===== src/sshs_pkg.sv =====
// ----------------------------------------------------------------------------
// sshs_pkg
// Shared types and constants for the servo seek/hold slew controller.
// ----------------------------------------------------------------------------
`default_nettype none

package sshs_pkg;

  localparam int PW = 12;  // pulse width field, microseconds
  localparam int TW = 32;  // millisecond timestamp
  localparam int RW = 16;  // random sample
  localparam int HW = 16;  // hold time register
  localparam int IW = 2;   // configuration register index

  localparam int DELTA_LIMIT_DEF = 10;
  localparam int SAFETY_MIN_DEF  = 500;
  localparam int SAFETY_MAX_DEF  = 2500;

  localparam logic [PW-1:0] RANGE_MIN_RST = 12'd1000;
  localparam logic [PW-1:0] RANGE_MAX_RST = 12'd2000;
  localparam logic [HW-1:0] HOLD_MS_RST   = 16'd1000;
  localparam logic [PW-1:0] PULSE_RST     = 12'd1500;

  typedef enum logic [2:0] {
    OP_TICK       = 3'd0,
    OP_RUN        = 3'd1,
    OP_RUN_MANUAL = 3'd2,
    OP_STOP       = 3'd3,
    OP_SET_TARGET = 3'd4,
    OP_RECENTER   = 3'd5
  } op_t;

  typedef enum logic [1:0] {
    MODE_SEEK   = 2'd0,
    MODE_HOLD   = 2'd1,
    MODE_MANUAL = 2'd2
  } mode_t;

  typedef enum logic [IW-1:0] {
    CFG_RANGE_MIN = 2'd0,
    CFG_RANGE_MAX = 2'd1,
    CFG_HOLD_MS   = 2'd2
  } cfg_idx_t;

endpackage

`default_nettype wire


===== src/servo_seek_hold_slew_controller.sv =====
// ----------------------------------------------------------------------------
// servo_seek_hold_slew_controller
// Command-driven servo pulse sequencer: slew-limited seek, timed hold with a
// new random target, manual stepping, run/stop/recenter control.
// ----------------------------------------------------------------------------
//
//  channel | dir | handshake             | payload
//  --------+-----+-----------------------+--------------------------------------
//  cfg     | in  | cfg_valid / cfg_ready | cfg_index, cfg_data
//  in      | in  | in_valid / in_ready   | in_op, in_now_ms, in_rand_value,
//          |     |                       | in_manual_target
//  out     | out | out_valid / out_ready | out_pulse_us, out_pulse_written,
//          |     |                       | out_drive_enable, out_is_running,
//          |     |                       | out_target_us, out_mode
//
//  Every input transaction yields exactly one output transaction: it is held
//  in the command register, then passes through the update logic into the
//  result register. Throughput is one transaction per cycle while the output
//  side is not stalled; the controller state is updated in the same edge
//  that loads the result register, so back-to-back commands see each other's
//  effects. An output stall backs up into the command register and then drops
//  in_ready. cfg_ready is always high.
//  rst_n is synchronous, active low; it clears the pipeline valids, the
//  controller state and the range/hold registers to their defaults.
// ----------------------------------------------------------------------------
`default_nettype none

module servo_seek_hold_slew_controller #(
  parameter int DELTA_LIMIT = sshs_pkg::DELTA_LIMIT_DEF,
  parameter int SAFETY_MIN  = sshs_pkg::SAFETY_MIN_DEF,
  parameter int SAFETY_MAX  = sshs_pkg::SAFETY_MAX_DEF
) (
  input  wire logic                    clk,
  input  wire logic                    rst_n,

  input  wire logic                    cfg_valid,
  output      logic                    cfg_ready,
  input  wire logic [sshs_pkg::IW-1:0] cfg_index,
  input  wire logic [sshs_pkg::HW-1:0] cfg_data,

  input  wire logic                    in_valid,
  output      logic                    in_ready,
  input  wire logic [2:0]              in_op,
  input  wire logic [sshs_pkg::TW-1:0] in_now_ms,
  input  wire logic [sshs_pkg::RW-1:0] in_rand_value,
  input  wire logic [sshs_pkg::PW-1:0] in_manual_target,

  output      logic                    out_valid,
  input  wire logic                    out_ready,
  output      logic [sshs_pkg::PW-1:0] out_pulse_us,
  output      logic                    out_pulse_written,
  output      logic                    out_drive_enable,
  output      logic                    out_is_running,
  output      logic [sshs_pkg::PW-1:0] out_target_us,
  output      logic [1:0]              out_mode
);

  import sshs_pkg::*;

  localparam logic [PW-1:0] DLIM  = PW'(DELTA_LIMIT);
  localparam logic [PW-1:0] S_MIN = PW'(SAFETY_MIN);
  localparam logic [PW-1:0] S_MAX = PW'(SAFETY_MAX);

  // --------------------------------------------------------------------------
  // Configuration registers (on write, range_min is floored at the safety minimum and range_max capped at the maximum)
  // --------------------------------------------------------------------------
  logic [PW-1:0] range_min_r, range_max_r;
  logic [HW-1:0] hold_ms_r;
  logic [PW-1:0] cfg_val12;

  assign cfg_ready = 1'b1;
  assign cfg_val12 = cfg_data[PW-1:0];

  always_ff @(posedge clk) begin
    if (!rst_n) begin
      range_min_r <= RANGE_MIN_RST;
      range_max_r <= RANGE_MAX_RST;
      hold_ms_r   <= HOLD_MS_RST;
    end else if (cfg_valid && cfg_ready) begin
      case (cfg_idx_t'(cfg_index))
        CFG_RANGE_MIN: range_min_r <= (cfg_val12 < S_MIN) ? S_MIN : cfg_val12;
        CFG_RANGE_MAX: range_max_r <= (cfg_val12 > S_MAX) ? S_MAX : cfg_val12;
        CFG_HOLD_MS:   hold_ms_r   <= cfg_data;
        default: ;  // unused index, write dropped
      endcase
    end
  end

  // --------------------------------------------------------------------------
  // Pipeline handshake: command register -> result register
  // --------------------------------------------------------------------------
  logic cmd_vld_r, out_vld_r;
  logic out_free, cmd_go;

  assign out_free = !out_vld_r || out_ready;
  assign cmd_go   = cmd_vld_r && out_free;
  assign in_ready = !cmd_vld_r || out_free;

  always_ff @(posedge clk) begin
    if (!rst_n) begin
      cmd_vld_r <= 1'b0;
      out_vld_r <= 1'b0;
    end else begin
      if (in_ready) cmd_vld_r <= in_valid;
      if (out_free) out_vld_r <= cmd_vld_r;
    end
  end

  // command payload register
  logic [2:0]    op_r;
  logic [TW-1:0] now_r;
  logic [RW-1:0] rand_r;
  logic [PW-1:0] req_r;

  always_ff @(posedge clk) begin
    if (in_ready && in_valid) begin
      op_r   <= in_op;
      now_r  <= in_now_ms;
      rand_r <= in_rand_value;
      req_r  <= in_manual_target;
    end
  end

  // --------------------------------------------------------------------------
  // Controller state
  // --------------------------------------------------------------------------
  logic [PW-1:0] pulse_r, pulse_nxt;
  logic [PW-1:0] goal_r, goal_nxt;
  mode_t         mode_r, mode_nxt;
  logic          run_r, run_nxt;
  logic          att_r, att_nxt;
  logic [TW-1:0] hold_t0_r, hold_t0_nxt;
  logic          wrote;

  // slew step toward the goal; lands between pulse and goal, so never wraps
  logic [PW-1:0] up_gap, dn_gap, step_pulse;
  assign up_gap = goal_r - pulse_r;
  assign dn_gap = pulse_r - goal_r;
  always_comb begin
    if (goal_r > pulse_r)
      step_pulse = pulse_r + ((up_gap > DLIM) ? DLIM : up_gap);
    else
      step_pulse = pulse_r - ((dn_gap > DLIM) ? DLIM : dn_gap);
  end

  // new random target: range_min + (rand * span) >> 16, 16x12 product
  logic [PW-1:0]    span;
  logic [RW+PW-1:0] prod;
  logic [PW-1:0]    pick;
  assign span = range_max_r - range_min_r;
  assign prod = (RW+PW)'(rand_r) * (RW+PW)'(span);
  assign pick = (range_max_r <= range_min_r) ? range_min_r
              : range_min_r + prod[RW+PW-1:RW];

  // hold timeout, wrapping elapsed time
  logic [TW-1:0] elapsed;
  logic          hold_done;
  assign elapsed   = now_r - hold_t0_r;
  assign hold_done = elapsed > TW'(hold_ms_r);

  logic [PW:0]   mid_sum;
  logic [PW-1:0] req_clamp;
  assign mid_sum   = {1'b0, range_min_r} + {1'b0, range_max_r};
  assign req_clamp = (req_r < S_MIN) ? S_MIN : ((req_r > S_MAX) ? S_MAX : req_r);

  always_comb begin
    pulse_nxt   = pulse_r;
    goal_nxt    = goal_r;
    mode_nxt    = mode_r;
    run_nxt     = run_r;
    att_nxt     = att_r;
    hold_t0_nxt = hold_t0_r;
    wrote       = 1'b0;
    case (op_r)
      OP_TICK: begin
        if (run_r) begin
          case (mode_r)
            MODE_SEEK: begin
              if (pulse_r == goal_r) begin
                // arrived: start the hold window and release the drive
                mode_nxt    = MODE_HOLD;
                hold_t0_nxt = now_r;
                att_nxt     = 1'b0;
              end else begin
                pulse_nxt = step_pulse;
                wrote     = 1'b1;
              end
            end
            MODE_MANUAL: begin
              if (pulse_r != goal_r) begin
                pulse_nxt = step_pulse;
                wrote     = 1'b1;
              end
            end
            MODE_HOLD: begin
              if (hold_done) begin
                mode_nxt = MODE_SEEK;
                goal_nxt = pick;
                att_nxt  = 1'b1;
              end
            end
            default: mode_nxt = MODE_HOLD;
          endcase
        end
      end
      OP_RUN, OP_RUN_MANUAL: begin
        att_nxt  = 1'b1;
        wrote    = 1'b1;
        run_nxt  = 1'b1;
        mode_nxt = (op_r == OP_RUN) ? MODE_HOLD : MODE_MANUAL;
      end
      OP_STOP: begin
        att_nxt  = 1'b0;
        run_nxt  = 1'b0;
        mode_nxt = MODE_HOLD;
      end
      OP_SET_TARGET: begin
        goal_nxt = req_clamp;
        mode_nxt = MODE_MANUAL;
      end
      OP_RECENTER: begin
        pulse_nxt = mid_sum[PW:1];
        goal_nxt  = mid_sum[PW:1];
        run_nxt   = 1'b0;
        mode_nxt  = MODE_SEEK;
      end
      default: ;  // undefined command, state untouched
    endcase
  end

  always_ff @(posedge clk) begin
    if (!rst_n) begin
      pulse_r   <= PULSE_RST;
      goal_r    <= PULSE_RST;
      mode_r    <= MODE_SEEK;
      run_r     <= 1'b0;
      att_r     <= 1'b0;
      hold_t0_r <= '0;
    end else if (cmd_go) begin
      pulse_r   <= pulse_nxt;
      goal_r    <= goal_nxt;
      mode_r    <= mode_nxt;
      run_r     <= run_nxt;
      att_r     <= att_nxt;
      hold_t0_r <= hold_t0_nxt;
    end
  end

  // --------------------------------------------------------------------------
  // Result register
  // --------------------------------------------------------------------------
  logic [PW-1:0] res_pulse_r, res_goal_r;
  logic          res_wrote_r, res_att_r, res_run_r;
  mode_t         res_mode_r;

  always_ff @(posedge clk) begin
    if (cmd_go) begin
      res_pulse_r <= pulse_nxt;
      res_wrote_r <= wrote;
      res_att_r   <= att_nxt;
      res_run_r   <= run_nxt;
      res_goal_r  <= goal_nxt;
      res_mode_r  <= mode_nxt;
    end
  end

  assign out_valid         = out_vld_r;
  assign out_pulse_us      = res_pulse_r;
  assign out_pulse_written = res_wrote_r;
  assign out_drive_enable  = res_att_r;
  assign out_is_running    = res_run_r;
  assign out_target_us     = res_goal_r;
  assign out_mode          = res_mode_r;

endmodule

`default_nettype wire

===== config.mk =====
export PLATFORM = sky130hd
export DESIGN_NAME = servo_seek_hold_slew_controller
export DESIGN_NICKNAME = d
export VERILOG_FILES = /design/src/sshs_pkg.sv /design/src/servo_seek_hold_slew_controller.sv
export SDC_FILE = /design/constraint.sdc
export NUM_CORES = 1
export LEC_CHECK = 0
export ABC_AREA = 1
export BUFFER_PORTS_ARGS = -buffer_cell sky130_fd_sc_hd__clkbuf_2
export CAP_MARGIN = 40
export CORE_MARGIN = 8
export CORE_UTILIZATION = 23
export DETAILED_ROUTE_END_ITERATION = 6
export SETUP_SLACK_MARGIN = 0.5
export SLEW_MARGIN = 20
export SYNTH_ARGS = -nofsm -noshare
export SYNTH_HDL_FRONTEND = slang
export SYNTH_SLANG_ARGS = --single-unit

===== constraint.sdc =====
create_clock -name clk -period 16.5 [get_ports clk]
set_input_delay 1.65 -clock clk [delete_from_list [all_inputs] [get_ports clk]]
set_output_delay 1.65 -clock clk [all_outputs]
set_load 0.1 [all_outputs]

[Word-level counts from Yosys, hierarchy flattened]
Cells that the tools add are included.
Word-level totals
  bits in registers: 194
  input port bits: 86
  output and inout bits: 32
  logic and storage cells: 99
Operators by class
  add/subtract/negate cells: 8
  $mul: 1
  $lt $le $gt $ge: 9
  equality and inequality tests: 11
  muxes and demuxes: 34
  reduce and logical (&&, ||, !) cells: 15
Operator list (count)
  $mux 12: 14
  $pmux 12 s2: 2
  $sub 12x12->12: 4
  $pmux 12 s3: 1
  $gt 32x16->1: 1
  $sub 32x32->32: 1
  $mul 16x12->28: 1
  $add 12x12->12: 2
  $gt 12x12->1 const B: 2
  $gt 12x4->1 const B: 2
  $lt 12x9->1 const B: 2
  $add 12x12->13: 1
  $eq 12x12->1: 1
  $gt 12x12->1: 1
  $le 12x12->1: 1
  $ne 12x12->1: 1
  $pmux 2 s5: 1
  $mux 2: 4
  $pmux 1 s2: 4
  $eq 3x2->1 const B: 2
  $eq 3x3->1 const B: 2
  $mux 1: 6
  $pmux 2 s3: 1
  $reduce_and 2->1: 3
  11 further kinds: 18

[Longest topological paths before layout]
  depth after elaboration: 9
  depth in mapped cells: 54
  gate-level depth less buffers: 54

[Worst setup path after synthesis]
OpenSTA, ideal clock, no wires.
  path kind: flip-flop to flip-flop
  from: register range_min_r[1]
  to: register res_goal_r[9], in the netlist out_target_us[9] (data pin)
  library setup time: 261 ps
  arrival: 7633 ps
  data required time: 16239 ps
  path slack: 8607 ps
  cell stages (with the launch flop): 42
  buffers on the path: 0
  period minus slack after synthesis: 7893 ps
  cells stage by stage: dfxtp_1 -> inv_1 -> fa_1 -> a21oi_1 -> o21ai_0 -> nand2_1 -> nand2_1 -> inv_1 -> o21ai_0 -> or2_2 -> nand2_1 -> inv_1 -> nand2_1 -> fa_1 -> fa_1 -> inv_1 -> fa_1 -> fa_1 -> [6 not listed] -> nand2_1 -> nand2_1 -> a21oi_1 -> inv_1 -> a21oi_1 -> o21bai_1 -> a21boi_0 -> xnor2_1 -> ha_1 -> a21oi_1 -> o21ai_0 -> a21oi_1 -> o21bai_1 -> or2_2 -> a22oi_1 -> nand3_1 -> nand3_1 -> nand3_1
Between the ends
  cells in the longest elaborated chain, start to end: 8
  elaborated cells between the ends (all ways): 10
  those cells by class: 3 x add/sub; 1 x mul; 1 x order compare; 5 x mux
Ends and longest elaborated chain
  start: declaration: line servo_seek_hold_slew_controller.sv:67  | logic [PW-1:0] range_min_r, range_max_r;
  start signal: assignment: line servo_seek_hold_slew_controller.sv:81  | CFG_RANGE_MIN: range_min_r <= (cfg_val12 < S_MIN) ? S_MIN : cfg_val12;
  $sub 12x12->12: line servo_seek_hold_slew_controller.sv:150  | assign span = range_max_r - range_min_r;
  $mul 16x12->28: line servo_seek_hold_slew_controller.sv:151  | assign prod = (RW+PW)'(rand_r) * (RW+PW)'(span);
  $add 12x12->12: line servo_seek_hold_slew_controller.sv:153  | : range_min_r + prod[RW+PW-1:RW];
  $mux 12: line servo_seek_hold_slew_controller.sv:152  | assign pick = (range_max_r <= range_min_r) ? range_min_r
  $mux 12: line servo_seek_hold_slew_controller.sv:196  | if (hold_done) begin
  $mux 12: line servo_seek_hold_slew_controller.sv:177  | case (mode_r)
  $mux 12: line servo_seek_hold_slew_controller.sv:176  | if (run_r) begin
  $pmux 12 s3 (*): line servo_seek_hold_slew_controller.sv:174  | case (op_r)
  net goal_nxt[9]: line servo_seek_hold_slew_controller.sv:128  | logic [PW-1:0] goal_r, goal_nxt;
  end signal: assignment: line servo_seek_hold_slew_controller.sv:262  | res_goal_r <= goal_nxt;
  end: declaration: line servo_seek_hold_slew_controller.sv:252  | logic [PW-1:0] res_pulse_r, res_goal_r;
Mark *: on every way through the listed nets, which the timed path passes. The rest lies on a longest branch.
A chain may end at the register's enable or synchronous reset.

[Final worst setup path]
  from: register range_min_r[2]
  to: register res_goal_r[9], in the netlist out_target_us[9] (data pin)
Same word-level chain as after synthesis.

==> impl_metrics.py <==
metrics = {
    "grt": {
        "grt_pass1_vias": 17084,
        "grt_max_degree": 65,
        "grt_pass1_wl_um": 95300,
        "gr-total-overflow": 0,
        "grt_usage_pct": 12.8,
        "grt_antenna_before_repair": 8,
    },
    "clock_tree": {
        "numCtsBuffers": 17,
        "cts_tree": "built",
        "cts_hold_buf": 0,
        "clk_path_buf_depth": 2,
        "cts_resized": 0,
        "root_buffer": "clkbuf_16",
        "cts_setup_buffers": 0,
        "cts_sinks": 194,
        "clk_pin_slew_ps": 80,
        "cts_htree_levels": 4,
        "clock_latency_ps": 490,
    },
    "worst_setup_path": {
        "cpPeakStageDelay_ps": 550,
        "cp_slowest_cell": "fa_1",
        "endpoint_kind": "flip-flop",
        "crit_fanout": 10,
        "crit_arrival_ps": 9310,
        "critPathMostFrequentCell": "nand2_1",
        "worstSetupPathType": "reg -> reg",
        "cp_num_buf_inv": 7,
        "rrSetupSlack_ps": 7430,
        "start_kind": "flip-flop",
        "crit_family": "adder cells",
        "crit_required_ps": 16730,
    },
    "layout": {
        "syn_to_final_growth_pct": 12.9,
        "final_common_cell": "nand2_1",
        "final_cell_mix": "nand2_1, inv_1, nor2_1, ha_1, a21oi_1",
        "final_util_pct": 26.1,
        "n_fill_cell": 9338,
        "design_area_um2": 22100,
        "nets": 3166,
        "stdcell_count": 3913,
        "drive_gt1_share_pct": 7.88,
    },
    "logic_synthesis": {
        "syn_nets": 3077,
        "yosys_register_bits": 194,
        "avgSynthCellArea_um2": 7.34,
        "synthFlopType": "dfxtp_1",
        "yosysUniqueCellTypes": 62,
        "synth_edf_count": 92,
        "synth_cells": 2666,
        "synth_area_leaders": "fa_1, edfxtp_1, nand2_1",
        "synth_area_um2": 19600,
        "yosysTopAreaCell": "fa_1",
        "yosysSeqAreaShare_pct": 24.5,
        "yosysTopAreaCellShare_pct": 14.9,
        "synth-warning-count": 0,
        "postSynth.asyncResetShare_pct": 0,
    },
    "timing": {
        "fin_setup_tns_ps": 0,
        "clock_skew_ps": 14.4,
        "slew_violations": 0,
        "period_needed_ps": 9070,
        "slew_headroom_pct": 50.1,
        "finalHoldViolCount": 0,
        "setup_viol": 0,
        "rsz0062_at_grt": "false",
        "finalCritPeriodShare_pct": 55.0,
        "worst_slew_pin_slew_ps": 748,
        "max_freq_ghz": 0.110,
    },
    "detailed_routing": {
        "routed_via_density": 4.40,
        "drtAntennaViolNets": 0,
        "routedWlPerCell_um": 15.4,
        "routed_wl_um": 60300,
        "via_count": 17218,
        "drt-initial-drc-count": 1155,
        "firstDrtPassIters": 7,
        "drc": 0,
    },
    "place": {
        "place.gp.congestion": 0.917,
        "port-buffer-count": 116,
        "dp_hpwl_um": 50200,
        "place_inst": 3879,
        "place_area_um2": 21500,
    },
    "hold_path": {
        "min_path_type": "reg -> reg",
    },
    "outcome": {
        "status": "completed",
    },
    "floorplan": {
        "std_cell_rows": 107,
        "core_area_um2": 84700,
        "dieHeight_um": 308,
        "start_util_pct": 23.1,
        "dieWidth_um": 308,
        "die_area_um2": 94700,
        "io_pins": 118,
    },
    "job": {
        "drv_cap": 0,
    },
}
## Yosys cell counts (12+ instances only)
master / instances
xor2_1: 38
nand3_1: 125
dfxtp_1: 102
o211ai_1: 15
nor2_1: 207
fa_1: 146
edfxtp_1: 92
nand2_1: 651
o21bai_1: 12
inv_1: 559
clkbuf_1: 41
o21ai_0: 90
nor3_1: 19
a21oi_1: 159
ha_1: 179
a211oi_1: 38
nand4_1: 24
or2_2: 18
xnor2_1: 13
## final timing paths
check / startpoint / end / cells past startpoint
worst min register to register: hold_ms_r[4] / hold_ms_r[4] / 2
worst max-delay path: range_min_r[2] / out_target_us[9] / 40
worst min-delay path: hold_ms_r[4] / hold_ms_r[4] / 2
worst max register to register: range_min_r[2] / out_target_us[9] / 40
## final cells by class
cell class / instances / area, µm² / share of cell area, %
antenna: 1 / 2.50 / 0.0113
clock buffer: 18 / 429 / 1.94
clock inverter: 14 / 189 / 0.855
inverter: 566 / 2130 / 9.62
multi-input combinational: 1844 / 12400 / 56.0
sequential: 194 / 4800 / 21.7
tap: 1144 / 1430 / 6.48
timing repair buffer: 132 / 733 / 3.32
## metrics by stage
step	setup slack [ps]	hold slack (ps)
floorplan	8610	435
global placement	7580	452
detailed placement	7450	457
CTS	7420	467
global route	6540	483
finish	7430	463
## tightest hold or removal path, stage by stage (launching register included)
cell and delay [ps]:
dfxtp_1 300, inv_1 60, a21oi_1 60
## cell families (layout without fill, tap and decap cells)
logic type	after synthesis	count (layout)	share of synthesized area (%)
multiplexers	1	1	0.0511
XOR/XNOR	51	51	2.28
AND/OR/NAND/NOR	1092	1092	23.4
flip-flops	194	194	24.5
buffers and inverters	628	730	12.2
AO/OA/AOI/OAI	374	374	11.1
adder cells (fa/ha/maj)	325	325	26.4
other	1	2	0.0192
## sequential cells by signal, summed over array words and instances, names as in the netlist
signal and cells:
pulse_r 12, hold_ms_r 16, run_r 1, hold_t0_r 32, rand_r 16, out_target_us 12
out_valid 1, goal_r 12, att_r 1, mode_r 2, range_min_r 12, cmd_vld_r 1
range_max_r 12, out_drive_enable 1, out_mode 2, req_r 12, now_r 32, out_pulse_us 12
op_r 3, out_is_running 1, out_pulse_written 1
## per-layer routing
metal	GRT usage, %	vias up	share of wire (%)
met1	17.0	8030	46
met2	21.0	492	45
li1	-	8594	-
met5	0	-	0.068
met3	1.96	96	5.7
met4	4.21	6	2.8
Power is not shown: default switching activity piles up to over one toggle a cycle in this logic, so the estimate is an artifact.
